File: config.mk
export PLATFORM = sky130hd
export DESIGN_NAME = fifo_multi_server_dispatch_stats
export DESIGN_NICKNAME = d
export VERILOG_FILES = /design/src/hw/rtl/fmsds_pkg.sv /design/src/hw/rtl/fmsds_ram.sv /design/src/hw/rtl/fifo_multi_server_dispatch_stats.sv
export SDC_FILE = /design/constraint.sdc
export NUM_CORES = 2
export LEC_CHECK = 0
export ABC_CLOCK_PERIOD_IN_PS = 15250
export BUFFER_PORTS_ARGS = -buffer_cell sky130_fd_sc_hd__buf_2
export CORE_ASPECT_RATIO = 0.5
export CORE_MARGIN = 5
export CORE_UTILIZATION = 35
export DETAILED_ROUTE_END_ITERATION = 7
export GPL_TIMING_DRIVEN = 0
export HOLD_SLACK_MARGIN = 0.15
export SLEW_MARGIN = 10
export SYNTH_ARGS = -nofsm -noshare
export SYNTH_HDL_FRONTEND = slang
export SYNTH_HIERARCHICAL = 1
export SYNTH_SLANG_ARGS = --single-unit
File: constraint.sdc
create_clock -name clk_i -period 15.25 [get_ports clk_i]
set_input_delay 0.7625 -clock clk_i [delete_from_list [all_inputs] [get_ports clk_i]]
set_output_delay 0.7625 -clock clk_i [all_outputs]
set_load 0.01 [all_outputs]
File: src/hw/rtl/fmsds_pkg.sv
// Package for the multi-server dispatch block: field widths and the
// packed item types of both channels. No dependencies.
package fmsds_pkg;

  localparam int unsigned TICK_W    = 16;
  localparam int unsigned SVC_W     = 8;
  localparam int unsigned ACC_W     = 32;
  localparam int unsigned SRV_IDX_W = 3;
  localparam int unsigned QLEN_W    = 7;

  typedef struct packed {
    logic              arrival;
    logic [SVC_W-1:0]  service_time;
  } in_item_t;

  typedef struct packed {
    logic                 dispatched;
    logic [SRV_IDX_W-1:0] server_index;
    logic [TICK_W-1:0]    wait_time;
    logic [QLEN_W-1:0]    queue_length;
    logic                 dropped;
    logic [ACC_W-1:0]     served_total;
    logic [ACC_W-1:0]     wait_total;
    logic [ACC_W-1:0]     length_total;
    logic [ACC_W-1:0]     arrivals_total;
  } out_item_t;

endpackage

File: src/hw/rtl/fmsds_ram.sv
// Generic single-write, single-read RAM with registered read data.
// Read-first: a read of the address written in the same cycle returns old data.
// No dependencies.
module fmsds_ram #(
  parameter int unsigned WIDTH = 16,
  parameter int unsigned DEPTH = 64
) (
  input  logic                     clk_i,
  input  logic                     we_i,
  input  logic [$clog2(DEPTH)-1:0] waddr_i,
  input  logic [WIDTH-1:0]         wdata_i,
  input  logic [$clog2(DEPTH)-1:0] raddr_i,
  output logic [WIDTH-1:0]         rdata_o
);

  logic [WIDTH-1:0] mem_q [DEPTH];
  logic [WIDTH-1:0] rdata_q;

  always_ff @(posedge clk_i) begin
    if (we_i) begin
      mem_q[waddr_i] <= wdata_i;
    end
    rdata_q <= mem_q[raddr_i];
  end

  assign rdata_o = rdata_q;

endmodule

File: src/hw/rtl/fifo_multi_server_dispatch_stats.sv
// Top level of the multi-server dispatch block with running statistics.
// Depends on fmsds_pkg and fmsds_ram.
//
// Each input item is one tick: an arrival flag and the service time to give
// a job dispatched in that tick. Each item produces exactly one result item
// with this tick's dispatch (server, wait), the queue length after the tick,
// the drop flag and four saturating 32-bit totals.
//
// Both channels use valid/stall; an item moves on a rising edge with valid
// high and stall low. The result is registered, and one item is accepted
// every cycle while in_stall_o is low. The whole tick is combinational; the
// queue head stamp is kept ready by reading the stamp RAM at the
// next head address every cycle, with a bypass for a stamp written in the
// same cycle, so the RAM's registered read port never limits the rate.
// A result register plus a skid register decouple the channels: an item is
// still taken while one result waits, and in_stall_o rises only once the
// skid register is full. Results are never lost or reordered under stall.
//
// Reset clears the tick counter, queue pointers and fill count, all servers
// to idle and all totals. The stamp RAM is not cleared; its read data is only
// used after the entry has been written.
module fifo_multi_server_dispatch_stats #(
  parameter int unsigned SERVERS     = 6,
  parameter int unsigned QUEUE_DEPTH = 64
) (
  input  logic                 clk_i,
  input  logic                 rst_ni,
  input  logic                 in_valid_i,
  output logic                 in_stall_o,
  input  fmsds_pkg::in_item_t  in_data_i,
  output logic                 out_valid_o,
  input  logic                 out_stall_i,
  output fmsds_pkg::out_item_t out_data_o
);

  localparam int unsigned PTR_W  = $clog2(QUEUE_DEPTH);
  localparam int unsigned FILL_W = $clog2(QUEUE_DEPTH + 1);
  localparam int unsigned TICK_W = fmsds_pkg::TICK_W;
  localparam int unsigned SVC_W  = fmsds_pkg::SVC_W;
  localparam int unsigned ACC_W  = fmsds_pkg::ACC_W;
  localparam int unsigned IDX_W  = fmsds_pkg::SRV_IDX_W;
  localparam int unsigned QLEN_W = fmsds_pkg::QLEN_W;

  // State
  logic [TICK_W-1:0] tick_q, tick_d;
  logic [PTR_W-1:0]  head_q, head_d, tail_q, tail_d;
  logic [FILL_W-1:0] fill_q, fill_d;
  logic [SVC_W-1:0]  rem_q [SERVERS];
  logic [SVC_W-1:0]  rem_d [SERVERS];
  logic [ACC_W-1:0]  served_q, served_d, wait_acc_q, wait_acc_d;
  logic [ACC_W-1:0]  length_q, length_d, arrival_q, arrival_d;
  logic              byp_q, byp_d;
  logic [TICK_W-1:0] byp_stamp_q;

  // Output staging
  logic                 out_valid_q, skid_valid_q;
  fmsds_pkg::out_item_t out_q, skid_q, result;

  // Tick evaluation
  logic              in_accept;
  logic              enq, dispatch, any_idle;
  logic [IDX_W-1:0]  sel;
  logic [SVC_W-1:0]  rem_dec [SERVERS];
  logic [FILL_W-1:0] fill_enq;
  logic [TICK_W-1:0] head_stamp, cur_stamp, wait_val;
  logic [PTR_W-1:0]  rd_addr;
  logic [TICK_W-1:0] ram_rdata;
  logic [QLEN_W+FILL_W-1:0] fill_ext;
  logic [ACC_W:0]    served_sum, wait_sum, length_sum, arrival_sum;

  function automatic logic [PTR_W-1:0] ptr_next(input logic [PTR_W-1:0] p);
    ptr_next = (p == PTR_W'(QUEUE_DEPTH - 1)) ? '0 : p + PTR_W'(1);
  endfunction

  assign in_stall_o = skid_valid_q;
  assign in_accept  = in_valid_i && !skid_valid_q;

  assign head_stamp = byp_q ? byp_stamp_q : ram_rdata;

  always_comb begin
    enq       = in_data_i.arrival && (fill_q != FILL_W'(QUEUE_DEPTH));
    fill_enq  = fill_q + FILL_W'(enq);

    any_idle = 1'b0;
    sel      = '0;
    for (int i = 0; i < SERVERS; i++) begin
      rem_dec[i] = (rem_q[i] != '0) ? rem_q[i] - SVC_W'(1) : rem_q[i];
    end
    // Scan from the top so the lowest idle server wins
    for (int i = SERVERS - 1; i >= 0; i--) begin
      if (rem_dec[i] == '0) begin
        any_idle = 1'b1;
        sel      = IDX_W'(i);
      end
    end

    dispatch  = (fill_enq != '0) && any_idle;
    // An arrival into an empty queue is its own head
    cur_stamp = (fill_q == '0) ? tick_q : head_stamp;
    wait_val  = dispatch ? tick_q - cur_stamp : '0;

    for (int i = 0; i < SERVERS; i++) begin
      rem_d[i] = (dispatch && (sel == IDX_W'(i))) ? in_data_i.service_time : rem_dec[i];
    end

    head_d = dispatch ? ptr_next(head_q) : head_q;
    tail_d = enq ? ptr_next(tail_q) : tail_q;
    fill_d = fill_enq - FILL_W'(dispatch);
    tick_d = tick_q + TICK_W'(1);

    served_sum  = {1'b0, served_q} + (ACC_W + 1)'(dispatch);
    wait_sum    = {1'b0, wait_acc_q} + (ACC_W + 1)'(wait_val);
    length_sum  = {1'b0, length_q} + (ACC_W + 1)'(fill_d);
    arrival_sum = {1'b0, arrival_q} + (ACC_W + 1)'(enq);
    served_d    = served_sum[ACC_W]  ? '1 : served_sum[ACC_W-1:0];
    wait_acc_d  = wait_sum[ACC_W]    ? '1 : wait_sum[ACC_W-1:0];
    length_d    = length_sum[ACC_W]  ? '1 : length_sum[ACC_W-1:0];
    arrival_d   = arrival_sum[ACC_W] ? '1 : arrival_sum[ACC_W-1:0];

    // Prefetch the next head stamp; bypass when it is written this cycle
    rd_addr = in_accept ? head_d : head_q;
    byp_d   = in_accept && enq && (head_d == tail_q);

    fill_ext = {{QLEN_W{1'b0}}, fill_d};

    result.dispatched     = dispatch;
    result.server_index   = dispatch ? sel : '0;
    result.wait_time      = wait_val;
    result.queue_length   = fill_ext[QLEN_W-1:0];
    result.dropped        = in_data_i.arrival && !enq;
    result.served_total   = served_d;
    result.wait_total     = wait_acc_d;
    result.length_total   = length_d;
    result.arrivals_total = arrival_d;
  end

  fmsds_ram #(
    .WIDTH (TICK_W),
    .DEPTH (QUEUE_DEPTH)
  ) u_stamp_ram (
    .clk_i   (clk_i),
    .we_i    (in_accept && enq),
    .waddr_i (tail_q),
    .wdata_i (tick_q),
    .raddr_i (rd_addr),
    .rdata_o (ram_rdata)
  );

  always_ff @(posedge clk_i or negedge rst_ni) begin
    if (!rst_ni) begin
      tick_q     <= '0;
      head_q     <= '0;
      tail_q     <= '0;
      fill_q     <= '0;
      served_q   <= '0;
      wait_acc_q <= '0;
      length_q   <= '0;
      arrival_q  <= '0;
      byp_q      <= 1'b0;
      for (int i = 0; i < SERVERS; i++) begin
        rem_q[i] <= '0;
      end
    end else begin
      byp_q <= byp_d;
      if (in_accept) begin
        tick_q     <= tick_d;
        head_q     <= head_d;
        tail_q     <= tail_d;
        fill_q     <= fill_d;
        served_q   <= served_d;
        wait_acc_q <= wait_acc_d;
        length_q   <= length_d;
        arrival_q  <= arrival_d;
        for (int i = 0; i < SERVERS; i++) begin
          rem_q[i] <= rem_d[i];
        end
      end
    end
  end

  always_ff @(posedge clk_i) begin
    byp_stamp_q <= tick_q;
  end

  // Result register with skid stage behind it
  always_ff @(posedge clk_i or negedge rst_ni) begin
    if (!rst_ni) begin
      out_valid_q  <= 1'b0;
      skid_valid_q <= 1'b0;
    end else begin
      if (!out_valid_q || !out_stall_i) begin
        out_valid_q  <= skid_valid_q || in_accept;
        skid_valid_q <= 1'b0;
      end else if (in_accept) begin
        skid_valid_q <= 1'b1;
      end
    end
  end

  always_ff @(posedge clk_i) begin
    if (!out_valid_q || !out_stall_i) begin
      out_q <= skid_valid_q ? skid_q : result;
    end else if (in_accept) begin
      skid_q <= result;
    end
  end

  assign out_valid_o = out_valid_q;
  assign out_data_o  = out_q;

  a_skid_behind_out : assert property (@(posedge clk_i) disable iff (!rst_ni)
    skid_valid_q |-> out_valid_q)
    else $error("skid register holds an item while the result register is empty");

  a_fill_bound : assert property (@(posedge clk_i) disable iff (!rst_ni)
    fill_q <= FILL_W'(QUEUE_DEPTH))
    else $error("queue fill count above depth");

  a_stalled_accept_skids : assert property (@(posedge clk_i) disable iff (!rst_ni)
    (in_accept && out_valid_q && out_stall_i) |=> skid_valid_q)
    else $error("item taken under stall was not held in the skid register");

  a_idle_result_clean : assert property (@(posedge clk_i) disable iff (!rst_ni)
    (out_valid_o && !out_data_o.dispatched) |->
      (out_data_o.server_index == '0 && out_data_o.wait_time == '0))
    else $error("result without dispatch carries a server or a wait");

endmodule
Word-level counts from Yosys, hierarchy flattened
Memory sizes are Yosys's and may differ from the RTL's. A register that Yosys moved wholly into a read port is not among the register bits.
Index checks and enable logic that the tools add are counted.

word-level totals
  bits in registers = 542
  RAM bits = 1024
  output and inout port bits = 158
  memories = 1

memory list
  name               depth  bits a word  read ports  clocked after memory_dff  write ports  RTL line         RTL
  u_stamp_ram.mem_q  64     16           1           1                         1            fmsds_ram.sv:16  logic [WIDTH-1:0] mem_q [DEPTH];

operators by class
  $add $sub $neg = 16
  eq/ne operators = 9
  muxes and demuxes = 41
  bitwise operators = 1
  reductions and logical operators = 36

operators by type and width
  cell                     number
  $mux W156                1
  $mux W32                 4
  $mux W8                  12
  $add A32 B1 Y33          2
  $logic_not A8 Y1         6
  $mux W16                 3
  $reduce_bool A8 Y1       6
  $sub A8 B1 Y8 const B    6
  $add A32 B16 Y33         1
  $add A32 B7 Y33          1
  $mux W6                  4
  $mux W3                  7
  $add A16 B1 Y16 const B  1
  $sub A16 B16 Y16         1
  $add A6 B1 Y6 const B    2
  $eq A6 B6 Y1 const B     2
  $logic_and A1 B1 Y1      12
  $mux W1                  10
  $add A7 B1 Y7            1
  $logic_not A7 Y1         1
  $ne A7 B7 Y1 const B     1
  $reduce_bool A7 Y1       1
  $sub A7 B1 Y7            1
  $eq A3 B2 Y1 const B     2
  other kinds (9)          15

Longest topological paths before layout
  depth in word-level cells = 14
  mapped depth = 30

Hierarchy
Netlist, hierarchy kept.

modules (own cells, without submodules)
  module                            times used  cells each  area each (um2)  seq. area each (um2)
  fmsds_ram                         1           1829        40042.2          31069.8
  fifo_multi_server_dispatch_stats  1           2392        26536.7          15044.4

Worst setup path before layout
Ideal clock, no wire load.

  path type = input -> register
  start point = input port out_stall_i
  end point = register skid_q[0] (netlist bit) (enable)
  data arrival time = 11.690 ns
  required time = 13.747 ns
  slack = 2.057 ns
  cell stages on the path = 2
  buffers on the path = 0
  path through = nand2_1 -> nor2_1

on the way
  word-level cells in the longest chain between the ends = 4

RTL lines
  element                             RTL line                                 RTL
  from (decl)                         fifo_multi_server_dispatch_stats.sv:32   input logic out_stall_i,
  $logic_not A1 Y1                    fifo_multi_server_dispatch_stats.sv:201  if (!out_valid_q || !out_stall_i) begin
  $logic_or A1 B1 Y1                  fifo_multi_server_dispatch_stats.sv:201
  $not A1 Y1 (no source line)         -
  $reduce_and A2 Y1 (no source line)  -
  to (signal assigned)                fifo_multi_server_dispatch_stats.sv:204  skid_q <= result;
  to (decl)                           fifo_multi_server_dispatch_stats.sv:57   fmsds_pkg::out_item_t out_q, skid_q, result;

Every way passes these cells.
A chain may end at the register's enable or synchronous reset.

==> results.sh <==
export IMPL_crit_path_end_kind="flip-flop"
export IMPL_io_buffer_count=170
export IMPL_post_cts_resize_count=0
export IMPL_avgSynthCellArea_um2=15.8
export IMPL_path_clk_slew_ns=0.06
export IMPL_syn_nets=4294
export IMPL_grt_max_degree=90
export IMPL_setup_viol=0
export IMPL_rows=113
export IMPL_start_kind="flip-flop"
export IMPL_worst_pin_slew_ns=1.21
export IMPL_viasPerCell=5.43
export IMPL_drive_above_1_share_pct=22.3
export IMPL_cp_slowest_stage_delay_ns=0.82
export IMPL_ys_seq_elements=1582
export IMPL_maxSlewHeadroom_pct=19.0
export IMPL_crit_required_ns=15.72
export IMPL_synthesis_area_um2=66600
export IMPL_htree_levels=4
export IMPL_clock_power_share_pct=28.7
export IMPL_yosysUniqueCellTypes=88
export IMPL_power_switching_mw=4.48
export IMPL_min_to="out_valid_o$_DFFE_PN0N_"
export IMPL_whs_path_depth=3
export IMPL_start_util_pct=35.1
export IMPL_holdWs_ns=0.284
export IMPL_grt_usage_pct=17.5
export IMPL_r2r_end="out_data_o[83]$_DFFE_PN_"
export IMPL_power_frac_comb_pct=29.5
export IMPL_max_freq_mhz=112
export IMPL_synth_edff_count=1336
export IMPL_place_hpwl_mm=122
export IMPL_drt_pass1_iter_count=6
export IMPL_timing_final_crit_period_ns=8.89
export IMPL_cts_sinks=1582
export IMPL_utilization_pct=40.8
export IMPL_drtIter0Drc=3985
export IMPL_place_congestion=0.883
export IMPL_grt_pass1_wl_mm=263
export IMPL_final_cell_mix="1336 x edfxtp_1, 334 x nand2_1, 230 x nor2_1"
export IMPL_syn_to_final_growth_pct=16.2
export IMPL_finalNetCount=4700
export IMPL_core_area_um2=189000
export IMPL_status="completed"
export IMPL_period_share_pct=58.3
export IMPL_cts_setup_buffers=0
export IMPL_wire_per_inst_um=24.3
export IMPL_ys_seq_area_share_pct=69.3
export IMPL_p_per_area_nw_per_um2=176
export IMPL_min_delay_start="in_valid_i"
export IMPL_via_count=39600
export IMPL_crit_chain="clkbuf_1, or4_1, nor4_1, clkbuf_1, nand2_1, o21ai_0, ha_1, inv_1, fa_1, a21o_1, a21o_1, a2111oi_0, o31ai_1, o41ai_1, nor3_1, nor4_1, nor2_1, ha_1, nor2b_1, or3_1, o2111ai_1, clkbuf_1, clkbuf_1, a41oi_1"
export IMPL_yosys_warnings=6
export IMPL_dieWidth_um=627
export IMPL_ctsLongestPathBuffers=3
export IMPL_wirelength_mm=177
export IMPL_cts_tree="yes"
export IMPL_pwr_share_seq_pct=41.8
export IMPL_crit_buf_inv=5
export IMPL_yosys_top_cells_area="edfxtp_1 60%, dfrtp_1 8.0%, mux4_2 7.4%"
export IMPL_die_area_um2=200000
export IMPL_antenna_found_initial=5
export IMPL_final_common_cell="edfxtp_1"
export IMPL_grt_pass1_vias=39900
export IMPL_grt_overflow=0
export IMPL_synth_ff_type="edfxtp_1"
export IMPL_cts_root_buf="clkbuf_16"
export IMPL_hold_violations=0
export IMPL_crit_top_cell="clkbuf_1"
export IMPL_finClkSkew_ns=0.0342
export IMPL_slowest_stage="nor4_1"
export IMPL_cts_made_buffers=153
export IMPL_r2r_slack_ns=6.36
export IMPL_netSwitchingFraction_pct=33.0
export IMPL_reg2reg_depth=24
export IMPL_reg2reg_from="fill_q[2]$_DFFE_PN0P_"
export IMPL_cp_num_cells=24
export IMPL_synthArstFlopShare_pct=13.5
export IMPL_chipHeight_um=318
export IMPL_p_int_mw=9.10
export IMPL_hold_class="primary input to flip-flop"
export IMPL_peakVddDrop_uv=124
export IMPL_syn_inst=4221
export IMPL_max_cap_violations=0
export IMPL_detail_route_antenna_nets=0
export IMPL_slew_viol_final=0
export IMPL_path_class="flip-flop to flip-flop"
export IMPL_synth_top_area_share_pct=60.3
export IMPL_synth_top_area_cell="edfxtp_1"
export IMPL_critPathTopFamily="compound AO/OA/AOI/OAI gates"
export IMPL_worstPathMaxFanout=10
export IMPL_insertion_delay_ns=0.81
export IMPL_pin_count=171
export IMPL_rsz0062_at_grt="no"
export IMPL_drc=0
export IMPL_p_leak_nw=25.5
export IMPL_critical_path_arrival_ns=9.36
[sequential cells by signal (all words and copies together), names as in the netlist, 16 cells and up]
name / cells
served_q: 32
wait_acc_q: 32
rem_q: 48
byp_stamp_q: 16
u_stamp_ram/mem_q: 1024
u_stamp_ram/rdata_o: 16
length_q: 32
out_data_o: 156
tick_q: 16
arrival_q: 32
skid_q: 156
[power groups by stage]
stage          clock (mW)  combinational (mW)  sequential [mW]
6_report             3.89                4.01             5.67
5_1_grt              4.18                4.33             5.73
4_1_cts              3.98                4.03             5.67
3_5_place_dp            0                4.01             5.76
3_3_place_gp            0                3.80             5.85
2_1_floorplan           0                2.59             5.75
[tightest hold or removal path, delay by kind of cell]
kind | cells | cell delay, ns
buf+inv | 1 | 0.14
simple gates | 2 | 0.13
[cell usage after synthesis (17+ instances only)]
master and number:
a31oi_1 118, and2_1 21, inv_1 65, edfxtp_1 1336, buf_6 17, nor3_1 52, xor2_1 73, and3_1 42
o21ai_0 110, a21oi_1 107, buf_2 38, dfrtp_1 214, clkbuf_1 129, o31ai_1 25, nor2_1 293, ha_1 57
nand2b_1 25, nor2b_1 44, mux4_2 220, nand4_1 48, o211ai_1 20, a22oi_1 49, nand2_1 335, dfxtp_1 32
nand3_1 82, xnor2_1 68, mux2_2 167, mux2i_1 111
[worst max path at each step]
stage	start	to	slack (ns)
final	fill_q[2]$_DFFE_PN0P_	out_data_o[83]$_DFFE_PN_	6.36
after global routing	fill_q[2]$_DFFE_PN0P_	out_data_o[83]$_DFFE_PN_	5.98
after detailed placement	fill_q[2]$_DFFE_PN0P_	out_data_o[83]$_DFFE_PN_	6.57
after CTS	fill_q[2]$_DFFE_PN0P_	out_data_o[83]$_DFFE_PN_	6.53
after global placement	out_stall_i	skid_q[86]$_DFFE_PP_	-7.88
after floorplan	out_stall_i	skid_q[0]$_DFFE_PP_	2.06
[layout make-up]
type	count	area [um2]
tap	2530	3170
multi-input combinational	2351	19200
clock buffer	188	4070
clock inverter	92	1090
inverter	67	251
buffer	221	1170
fill	16900	112000
antenna	5	12.5
sequential	1582	46200
timing repair buffer	251	2180
[routing by layer]
layer | up-vias | routed length (um) | global-route usage, %
li1 | 17300 | - | -
met1 | 20500 | 74000 | 23.5
met2 | 1453 | 85000 | 28.8
met3 | 318 | 12200 | 2.97
met4 | 2 | 5750 | 6.02
met5 | - | 13 | 0
[stage by stage]
stage / std cells / total power [mW] / instance area (um2) / setup TNS (ns) / worst slack, ns
after floorplan: 4221 / 8.35 / 66600 / 0 / 2.06
after global placement: 6921 / 9.65 / 70600 / -1226.95 / -7.88
after detailed placement: 7001 / 9.76 / 72200 / 0 / 6.57
after CTS: 7282 / 13.7 / 77300 / 0 / 6.53
after global routing: 7283 / 14.2 / 77300 / 0 / 5.98
final: 7287 / 13.6 / 77300 / 0 / 6.36
[kinds of logic (layout without fill, tap and decap cells)]
family | count (synthesis) | count (layout) | synth area share, %
mux | 502 | 502 | 12.1
compound gates | 619 | 619 | 6.25
simple gates | 1029 | 1029 | 7.24
fa+ha+maj | 60 | 60 | 1.16
other cells | 0 | 5 | 0
buf+inv | 288 | 819 | 2.14
flops | 1582 | 1582 | 69.3
xor+xnor | 141 | 141 | 1.85
[repair_timing]
action	CTS	global route
hold endpoints to repair	58	0
hold buffers	1	0
setup endpoints to repair	0	0
Note: power is estimated with default switching activity, not from simulation.
